**src/design/vrms_pkg.sv**
```systemverilog
// shared types, register codes, sat32 and move_index helpers for the vertex transform
package vrms_pkg;

    localparam int CfgIndexWidth = 3;
    localparam int CfgDataWidth  = 32;
    localparam int QShift        = 16;

    // register indexes on the configuration port
    localparam logic [CfgIndexWidth-1:0] REG_OPERATION = 3'd0;
    localparam logic [CfgIndexWidth-1:0] REG_AXIS      = 3'd1;
    localparam logic [CfgIndexWidth-1:0] REG_AMOUNT    = 3'd2;
    localparam logic [CfgIndexWidth-1:0] REG_COS       = 3'd3;
    localparam logic [CfgIndexWidth-1:0] REG_SIN       = 3'd4;

    // operation codes
    localparam logic [1:0] OP_ROTATE = 2'd0;
    localparam logic [1:0] OP_MOVE   = 2'd1;
    localparam logic [1:0] OP_SCALE  = 2'd2;

    // axis codes
    localparam logic [1:0] AXIS_X = 2'd0;
    localparam logic [1:0] AXIS_Y = 2'd1;
    localparam logic [1:0] AXIS_Z = 2'd2;

    localparam logic signed [17:0] COS_RESET = 18'sd65536;

    typedef struct packed {
        logic signed [31:0] in_x;
        logic signed [31:0] in_y;
        logic signed [31:0] in_z;
        logic               end_of_batch;
    } vertex_t;

    typedef struct packed {
        logic signed [31:0] out_x;
        logic signed [31:0] out_y;
        logic signed [31:0] out_z;
        logic               out_last;
    } result_t;

    typedef struct packed {
        logic [1:0]         operation;
        logic [1:0]         axis;
        logic signed [31:0] amount;
        logic signed [17:0] cos_value;
        logic signed [17:0] sin_value;
    } cfg_t;

    typedef struct packed {
        logic       valid;
        logic [1:0] index;
    } commit_t;

    typedef logic signed [31:0] offset_array_t [3];

    // clamp a wide signed value to the 32-bit range
    function automatic logic signed [31:0] sat32(input logic signed [63:0] v);
        logic signed [31:0] r;
        if ((&v[63:31]) || !(|v[63:31])) begin
            r = v[31:0];
        end else if (v[63]) begin
            r = 32'sh8000_0000;
        end else begin
            r = 32'sh7fff_ffff;
        end
        return r;
    endfunction

    // move uses z for the unused axis code
    function automatic logic [1:0] move_index(input logic [1:0] axis);
        logic [1:0] r;
        case (axis)
            AXIS_X:  r = AXIS_X;
            AXIS_Y:  r = AXIS_Y;
            default: r = AXIS_Z;
        endcase
        return r;
    endfunction

endpackage

```
**src/design/vrms_regs.sv**
```systemverilog
// configuration registers and committed per-axis move offsets
module vrms_regs (
    input  logic                                  aclk,
    input  logic                                  aresetn,
    input  logic                                  cfg_we,
    input  logic [vrms_pkg::CfgIndexWidth-1:0]    cfg_index,
    input  logic [vrms_pkg::CfgDataWidth-1:0]     cfg_wdata,
    input  vrms_pkg::commit_t                     commit,
    output vrms_pkg::cfg_t                        cfg,
    output vrms_pkg::offset_array_t               prev_offset
);
    import vrms_pkg::*;

    cfg_t          cfg_reg;
    offset_array_t prev_offset_reg;

    always_ff @(posedge aclk) begin
        if (!aresetn) begin
            cfg_reg.operation <= OP_ROTATE;
            cfg_reg.axis      <= AXIS_X;
            cfg_reg.amount    <= '0;
            cfg_reg.cos_value <= COS_RESET;
            cfg_reg.sin_value <= '0;
        end else if (cfg_we) begin
            case (cfg_index)
                REG_OPERATION: cfg_reg.operation <= cfg_wdata[1:0];
                REG_AXIS:      cfg_reg.axis      <= cfg_wdata[1:0];
                REG_AMOUNT:    cfg_reg.amount    <= cfg_wdata;
                REG_COS:       cfg_reg.cos_value <= cfg_wdata[17:0];
                REG_SIN:       cfg_reg.sin_value <= cfg_wdata[17:0];
                default: ;
            endcase
        end
    end

    // last vertex of a batch under move stores the current amount
    always_ff @(posedge aclk) begin
        if (!aresetn) begin
            prev_offset_reg[0] <= '0;
            prev_offset_reg[1] <= '0;
            prev_offset_reg[2] <= '0;
        end else if (commit.valid) begin
            prev_offset_reg[commit.index] <= cfg_reg.amount;
        end
    end

    assign cfg         = cfg_reg;
    assign prev_offset = prev_offset_reg;

endmodule

```
**config.mk**
```make
export PLATFORM = sky130hd
export DESIGN_NAME = vrms_regs
export DESIGN_NICKNAME = d
export VERILOG_FILES = /design/src/design/vrms_pkg.sv /design/src/design/vrms_regs.sv
export SDC_FILE = /design/constraint.sdc
export NUM_CORES = 1
export LEC_CHECK = 0
export ABC_CLOCK_PERIOD_IN_PS = 2560
export BUFFER_PORTS_ARGS = -buffer_cell sky130_fd_sc_hd__buf_2
export CORE_MARGIN = 2
export CORE_UTILIZATION = 54
export DETAILED_ROUTE_END_ITERATION = 6
export PLACE_DENSITY = 0.85
export SLEW_MARGIN = 20
export SYNTH_ARGS = -nofsm -noshare
export SYNTH_HDL_FRONTEND = slang
export SYNTH_SLANG_ARGS = --single-unit
export TNS_END_PERCENT = 1
```
**constraint.sdc**
```tcl
create_clock -name aclk -period 2.56 [get_ports aclk]
set_input_delay 0.512 -clock aclk [delete_from_list [all_inputs] [get_ports aclk]]
set_output_delay 0.512 -clock aclk [all_outputs]
set_load 0.005 [all_outputs]
```
# After elaboration in Yosys (flattened, before gate mapping)

Index checks and enable logic that the tools add are counted.

Order comparisons: 2
Equal/unequal tests: 4
Mux-type cells: 3
Bitwise operators: 1
Reduce and logical (&&, ||, !) cells: 7

Operators with widths:

| kind                 | number |
|---|---|
| $bwmux W96           | 1 |
| $demux W32 S2        | 1 |
| $mux W32             | 1 |
| $reduce_and A2 Y1    | 5 |
| $eq A3 B2 Y1 const B | 2 |
| $eq A3 B1 Y1 const B | 1 |
| $eq A3 B3 Y1 const B | 1 |
| $ge A3 B3 Y1 const B | 1 |
| $logic_not A3 Y1     | 1 |
| $lt A3 B1 Y1 const B | 1 |
| $not A2 Y3           | 1 |
| $logic_and A1 B1 Y1  | 1 |

Bits in registers: 168
Input port bits: 41

# Longest topological paths before layout

Gate-level depths: netlist of the first run.

Depth after elaboration: 6
Gate-level depth with buffers: 4
Depth with buffers taken out: 2

# Worst setup path after synthesis of the first run

OpenSTA, ideal clock, no wires.

Path type: input to register
Start point: input commit[0] (netlist name)
End point: register prev_offset_reg, in the netlist prev_offset[83]
Library setup time: 72 ps
Arrival: 1211 ps
Data required time: 2488 ps
Setup slack: 1278 ps
Cell stages on the path: 4
Buffers on the path: 2
Cells stage by stage: nor3b_1 > buf_2 > buf_4 > mux2i_1

Longest elaborated chain between the ends: 6
Elaborated cells on any way between the ends: 7
Those cells by class: 2 x order compare; 3 x mux; 1 x bitwise; 1 x reduce/logical

Ends and longest elaborated chain:

| item                                                               | RTL line        | source |
|---|---|---|
| start, declared                                                    | vrms_regs.sv:8  | `input vrms_pkg::commit_t commit,` |
| $not A2 Y3 (not written as such) (*)                               | vrms_regs.sv:43 | `prev_offset_reg[commit.index] <= cfg_reg.amount;` |
| $ge A3 B3 Y1 (not written as such) or $lt A3 B1 Y1 (tied branches) | vrms_regs.sv:43 |  |
| $logic_and A1 B1 Y1 (not written as such)                          | vrms_regs.sv:43 |  |
| $mux W32 (not written as such)                                     | vrms_regs.sv:43 |  |
| $demux W32 S2 (*)                                                  | vrms_regs.sv:43 |  |
| $bwmux W96 (*)                                                     | vrms_regs.sv:43 |  |
| end signal, assigned by index                                      | vrms_regs.sv:43 |  |
| end, declared                                                      | vrms_regs.sv:15 | `offset_array_t prev_offset_reg;` |

Every way passes the cells marked *; elsewhere a longest branch is shown, timed or not.
A chain may end at the register's enable or synchronous reset.

# Worst setup path after layout of the first run

Start point: input cfg_index[2] (netlist name)
End point: register cfg_reg, in the netlist cfg[62]

Longest elaborated chain between the ends: 2

Ends and longest elaborated chain:

| item                               | RTL line        | source |
|---|---|---|
| start, declared                    | vrms_regs.sv:6  | `input logic [vrms_pkg::CfgIndexWidth-1:0] cfg_index,` |
| $eq A3 B2 Y1                       | vrms_regs.sv:25 | `case (cfg_index)` |
| $reduce_and A2 Y1 (no source line) | --              |  |
| end, declared                      | vrms_regs.sv:14 | `cfg_t cfg_reg;` |

Every way passes these cells.

==> reports/qor.csv, run 1 <==
stage,metric,value,unit
placed_design,Area after DPL,7230,um2
critical_path,Crit. End Element,flip-flop,
floorplanning,Die Y,111,um
drt,WL final,15400,um
power,total power draw,5.35,mW
power,Power Dens Cells,687,nW/um2
timing,Slew Limit Headroom,59.3,%
floorplanning,die area,12300,um2
clock_network,Num CTS Buffers,17,
drt,Final ANT Viol Nets,0,
yosys,synthesized area,6180,um2
yosys,Synthesized Nets,628,
global_route,largest net degree at the start of global routing,69,
drt,met2 routed WL,7980,um
drt,via/cell ratio,5.14,
timing,RSZ-0062 raised after global routing,no,
yosys,Syn Area/Cell,10.5,um2
clock_network,number of setup buffers added after CTS,0,
final_layout,share of cells above drive strength 1,32.0,%
floorplanning,Die W,111,um
clock_network,htree depth,4,
floorplanning,Row Count,39,
timing,Clock Skew,0.00781,ns
yosys,Yosys top cell by area,dfxtp_1,
global_route,Total GRT Usage,25.0,%
critical_path,CP endpoint,cfg[62]$_SDFFE_PN0P_,
drt,Residual DRC,0,
critical_path,WP depth,4,
timing,Hold Slack,0.347,ns
critical_path,"CP delay by family, top",simple AND/OR/NAND/NOR gates,
power,Leakage,4.06,nW
yosys,post-synthesis compound-gate area fraction,0,%
final_layout,number of flip-flops in the largest register,96,
yosys,Synth Area in Adders,0,%
drt,highest metal used,met4,
run_status,status,finished clean,
critical_path,CP Buf/Inv Count,2,
placed_design,PortBufs,208,
critical_path,crit path kind,in2reg,
floorplanning,number of primary I/O pins,209,
global_route,vias in the first global route,4994,
final_layout,Syn-to-layout area delta,26.1,%
yosys,synth unique cells,17,
critical_path,Worst EP required,2.89,ns
final_layout,ANT cells,0,
critical_path,CP max FO,21,
yosys,Simple-Gate Fraction of Synth Area,13.6,%
final_layout,Register Area,3360,um2
global_route,initial antenna violation count,0,
yosys,main area contributors after synthesis,"dfxtp_1 (54%), mux2i_1 (27%), nand2_1 (12%)",
critical_path,crit path cell chain,buf_2 > and4bb_2 > buf_12 > mux2i_1,
yosys,gate count of the mapped netlist,587,
timing,worst slew pin tran,0.610,ns
final_layout,Fillers,840,
drt,routed length per instance,16.4,um
final_layout,area occupied by multi-input gates,2530,um2
yosys,top cell type's share of synthesized area,54.4,%
critical_path,worst r2r path cells,2,
clock_network,deepest clock path buffer count,2,
clock_network,clk slew on worst S/H paths,0.07,ns
clock_network,clk sink count,168,
yosys,largest family of logic cells by synthesized area,multiplexers,
critical_path,RR Endpoint,prev_offset[10]$_SDFFE_PN0P_,
clock_network,CTS tree,built,
final_layout,Final nets,824,
critical_path,worst r2r src,cfg[46]$_SDFFE_PN0P_,
drt,first drt pass iteration count,4,
drt,Vias,4823,
yosys,Post-Synth XOR/XNOR Area,0,%
timing,final cycle utilization of the critical path,56.8,%
critical_path,Startpoint Class,input pin,
floorplanning,Initial Util,54.8,%
min_path,Hold Crit Class,in2reg,
clock_network,Root Buffer,clkbuf_16,
timing,final hold violation count,0,
critical_path,Slowest Stage Delay on Critical Path,0.62,ns
drt,wire length on met3,885,um
final_layout,Layout Utilization,69.1,%
timing,Pins Over Slew Limit,0,
power,Peak VDD IR,0.000453,V
timing,endpoints failing setup,0,
critical_path,CP arrival,1.78,ns
timing,highest clock rate,687,MHz
final_layout,finished layout cell area,7790,um2
yosys,mux contribution to synthesized area,27.2,%
critical_path,slowest CP cell,and4bb_2,
critical_path,Setup crit start,cfg_index[2],
placed_design,GPL Wtd Cong,0.863,
timing,min Tclk post-route,1.46,ns
global_route,Overflow after GRT,0,
timing,setup TNS,0,ns
yosys,register bit total from synthesis,168,
drt,number of DRC markers in iteration 0,290,
drt,wl on met1,6220,um
clock_network,"Clk Latency, worst-skew pair",0.41,ns
clock_network,Post-CTS Hold Buffers,0,
clock_network,# resized after CTS,0,
global_route,global-route wire length before repair,24600,um
placed_design,HPWL reported at the end of detailed placement,10900,um
yosys,YS warnings,0,
critical_path,reg2reg setup slack,1.79,ns
floorplanning,CORE AREA,11300,um2
run,Max Cap Viol,0,
yosys,register area share after synthesis,54.4,%
==> cell usage after synthesis (all sizes together) <==
master,instances
and4bb,2
buf,34
clkbuf,8
dfxtp,168
mux2i,168
nand2,199
nand3b,2
nand4b,1
nand4bb,1
nor2b,2
nor3b,1
nor4b,1
==> logic make-up (layout without fill, tap and decap cells) <==
logic type    count (synthesis)  after routing
simple gates                209            209
mux                         168            168
flops                       168            168
buf+inv                      42            251
==> layout make-up <==
type	count	share of cell area, %
sequential	168	43.2
multi-input combinational	377	32.5
timing repair buffer	219	14.8
clock buffer	17	5.46
tap	143	2.30
clock inverter	15	1.77
==> worst min-delay path, cell delays in order <==
cell	delay [ns]
buf_2	0.09
nand2_1	0.04
mux2i_1	0.06
==> power breakdown <==
| group | total [mW] | switching [mW] | internal, mW |
|---|---|---|---|
| clock | 2.42 | 1.13 | 1.29 |
| sequential | 2.66 | 0.0163 | 2.64 |
| combinational | 0.274 | 0.162 | 0.112 |
==> metrics by stage <==
step | cells | worst slack [ns]
final | 939 | 1.10
after global routing | 939 | 1.07
after CTS | 939 | 1.11
after detailed placement | 907 | 0.694
after global placement | 907 | 0.776
after floorplan | 587 | 1.28
==> worst min path at each step <==
stage | startpoint | to | slack [ns] | depth (start not counted)
after floorplan | cfg[68]$_SDFFE_PN0P_ | cfg[68]$_SDFFE_PN0P_ | 0.45 | 2
after global placement | prev_offset[79]$_SDFFE_PN0P_ | prev_offset[79]$_SDFFE_PN0P_ | 0.44 | 2
after detailed placement | prev_offset[84]$_SDFFE_PN0P_ | prev_offset[84]$_SDFFE_PN0P_ | 0.45 | 2
after CTS | cfg_wdata[18] | cfg[54]$_SDFFE_PN0P_ | 0.33 | 3
after global routing | cfg_wdata[18] | cfg[54]$_SDFFE_PN0P_ | 0.33 | 3
final | cfg_wdata[18] | cfg[54]$_SDFFE_PN0P_ | 0.35 | 3
==> layer usage <==
layer	GRT usage, %	vias to the layer above
met1	28.4	2315
met5	0	-
met4	10.6	0
met2	44.4	153
met3	6.67	24
li1	-	2331
==> layout by cell type (no fill, tap or decap), types with 2 or more instances in the layout <==
cell	instances
inv_6	3
nand3b_1	2
nor2b_1	2
nand2_1	199
dfxtp_1	168
clkinvlp_4	2
buf_4	9
buf_2	207
mux2i_1	168
and4bb_2	2
clkbuf_16	17
buf_12	2
clkinv_4	4
inv_8	5
Power figures use the tool's default switching activity.
==> run 2, diff against run 1 <==
- ABC_CLOCK_PERIOD_IN_PS: 2560 -> 1300
- CORE_UTILIZATION: 54 -> 45
- PLACE_DENSITY: 0.85 -> 0.76
- clock period: 2.56 -> 1.3 ns (I/O delays scaled with it)
==> run 2 against run 1 <==
  * Hold slack got worse by 0.26 ns
  * Largest cell class unchanged
  * Critical path type is now reg2out
  * Wire length decreased by 1.4%
  * Count of clock-buffer cells in the layout increased by 5
  * Global-route usage decreased by 3.7 points
  * Final cell count increased by 4.0%
  * Clock skew decreased by 0.0051 ns
  * Combinational power increased by 110%
  * Critical endpoint is now cfg[44]
  * Sequential power increased by 97%
  * First-iteration DRC count decreased by 42%
  * Die area increased by 19%
  * Sequential share of layout area decreased by 1.1 points
==> reports/qor.csv, run 2 (synthesized netlist as in run 1, its figures left out) <==
stage,metric,value,unit,change
run_status,status,finished clean,,unchanged
critical_path,crit path kind,reg2out,,was in2reg
clock_network,# resized after CTS,0,,unchanged
clock_network,CTS tree,built,,unchanged
final_layout,number of flip-flops in the largest register,96,,unchanged
min_path,Hold Crit Class,in2reg,,unchanged
critical_path,CP max FO,2,,was 21
drt,routed length per instance,15.6,um,was 16.4 um
floorplanning,Die W,121,um,was 111 um
clock_network,deepest clock path buffer count,2,,unchanged
floorplanning,CORE AREA,13300,um2,was 11300 um2
final_layout,share of cells above drive strength 1,32.1,%,was 32.0%
final_layout,fin cells,977,,was 939
power,Power Dens Cells,1330,nW/um2,was 687 nW/um2
final_layout,ANT cells,0,,unchanged
timing,final hold violation count,0,,unchanged
timing,Clock Skew,0.00268,ns,was 0.00781 ns
floorplanning,number of primary I/O pins,209,,unchanged
drt,Vias,4751,,was 4823
timing,Slew Limit Headroom,73.2,%,was 59.3%
drt,number of DRC markers in iteration 0,169,,was 290
power,combinational fraction of design power,5.5,%,was 5.1%
global_route,global-route wire length before repair,24200,um,was 24600 um
global_route,Total GRT Usage,21.4,%,was 25.0%
global_route,largest net degree at the start of global routing,58,,was 69
min_path,Hold Crit Start,cfg_wdata[25],,was cfg_wdata[18]
final_layout,most frequent cells in the layout,"buf_2 (207), nand2_1 (199), mux2i_1 (168), dfxtp_1 (168), clkbuf_16 (17)",,unchanged
power,Leakage,4.15,nW,was 4.06 nW
timing,RSZ-0062 raised after global routing,no,,unchanged
critical_path,Crit. End Element,output port,,was flip-flop
final_layout,Fillers,1160,,was 840
clock_network,htree depth,4,,unchanged
timing,Final Worst Setup Slack,0.145,ns,was 1.10 ns
power,Pint,8.32,mW,was 4.04 mW
critical_path,Startpoint Class,flip-flop,,was input pin
final_layout,Final nets,830,,was 824
drt,via/cell ratio,4.86,,was 5.14
power,Sw Ratio,21.7,%,was 24.4%
drt,first drt pass iteration count,4,,unchanged
critical_path,CP arrival,0.90,ns,was 1.78 ns
critical_path,Slowest Stage Delay on Critical Path,0.35,ns,was 0.62 ns
critical_path,crit path cell chain,buf_2,,was buf_2 > and4bb_2 > buf_12 > mux2i_1
final_layout,"leading cell type in the layout, fill and taps excluded",buf_2,,unchanged
critical_path,Setup crit start,cfg[44]$_SDFFE_PN0P_,,was cfg_index[2]
critical_path,slowest CP cell,dfxtp_1,,was and4bb_2
timing,worst slew pin tran,0.401,ns,was 0.610 ns
floorplanning,Row Count,42,,was 39
floorplanning,Die Y,121,um,was 111 um
power,Peak VDD IR,0.000808,V,was 0.000453 V
final_layout,finished layout cell area,8000,um2,was 7790 um2
floorplanning,Initial Util,46.3,%,was 54.8%
placed_design,HPWL reported at the end of detailed placement,10700,um,was 10900 um
timing,setup TNS,0,ns,unchanged
global_route,vias in the first global route,4775,,was 4994
placed_design,PortBufs,208,,unchanged
clock_network,number of setup buffers added after CTS,0,,unchanged
critical_path,Worst EP required,1.04,ns,was 2.89 ns
drt,Residual DRC,0,,unchanged
clock_network,clk sink count,168,,unchanged
timing,min Tclk post-route,1.16,ns,
drt,WL final,15200,um,was 15400 um
critical_path,"CP delay by family, top",flip-flops,,was simple AND/OR/NAND/NOR gates
drt,Final ANT Viol Nets,0,,unchanged
global_route,Overflow after GRT,0,,unchanged
timing,highest clock rate,866,MHz,
run,Max Cap Viol,0,,unchanged
placed_design,Area after DPL,7440,um2,was 7230 um2
clock_network,Post-CTS Hold Buffers,0,,unchanged
critical_path,CP Buf/Inv Count,1,,was 2
timing,final cycle utilization of the critical path,88.9,%,
floorplanning,die area,14700,um2,was 12300 um2
timing,Pins Over Slew Limit,0,,unchanged
clock_network,Root Buffer,clkbuf_16,,unchanged
clock_network,"Clk Latency, worst-skew pair",0.41,ns,about the same
clock_network,Num CTS Buffers,17,,unchanged
power,Switch Pwr,2.30,mW,was 1.31 mW
placed_design,placed cells,946,,was 907
power,clock power share,45.1,%,was 45.2%
power,Reg power frac,49.3,%,was 49.7%
critical_path,worst r2r src,cfg[42]$_SDFFE_PN0P_,,was cfg[46]$_SDFFE_PN0P_
global_route,initial antenna violation count,0,,unchanged
placed_design,pre-CTS setup slack,0.0208,ns,was 0.694 ns
clock_network,clk slew on worst S/H paths,0.06,ns,was 0.07 ns
final_layout,Syn-to-layout area delta,29.5,%,was 26.1%
timing,endpoints failing setup,0,,unchanged
placed_design,GPL Wtd Cong,0.790,,was 0.863
[run 2: cell count changes in the layout (fill, tap and decap cells not counted), sizes merged]
cell | before | now
bufinv | 0 | 2
inv | 8 | 0
clkbuf | 17 | 22
buf | 219 | 225
clkinv | 5 | 6
clkinvlp | 2 | 1
[run 2: power by group through the flow]
stage	clock network (mW)	logic, mW	registers (mW)
after floorplan	0	0.339	5.36
after detailed placement	0	0.593	5.35
after CTS	4.88	0.595	5.24
final	4.79	0.589	5.24
after global placement	0	0.588	5.35
after global routing	5.10	0.639	5.24
[run 2: per-layer routing]
metal	routed length [um]	global-route usage [%]
met5	0	0
met1	6710	25.6
met4	417	9.12
met2	7080	34.9
met3	989	7.24
[run 2: metrics by stage]
| stage | util, % | hold slack, ns | total power [mW] |
|---|---|---|---|
| 4_1_cts | 59.9 | 0.0704 | 10.7 |
| 3_3_place_gp | 55.8 | 0.440 | 5.94 |
| 2_1_floorplan | - | 0.403 | 5.70 |
| 3_5_place_dp | 55.8 | 0.444 | 5.95 |
| 6_report | 59.9 | 0.0869 | 10.6 |
| 5_1_grt | 59.9 | 0.0695 | 11.0 |
[run 2: layout make-up]
type	instances	area (um2)	share of cell area, %
sequential	168	3360	42.1
multi-input combinational	377	2530	31.7
timing repair buffer	225	1330	16.6
clock buffer	22	454	5.68
tap	176	220	2.75
clock inverter	9	101	1.27
[run 2: worst paths after layout]
check	to	slack (ns)	cells after the start
max	cfg[44]	0.14	1
max reg2reg	prev_offset[38]$_SDFFE_PN0P_	0.53	2
min reg2reg	prev_offset[90]$_SDFFE_PN0P_	0.45	2
min	cfg[61]$_SDFFE_PN0P_	0.09	3
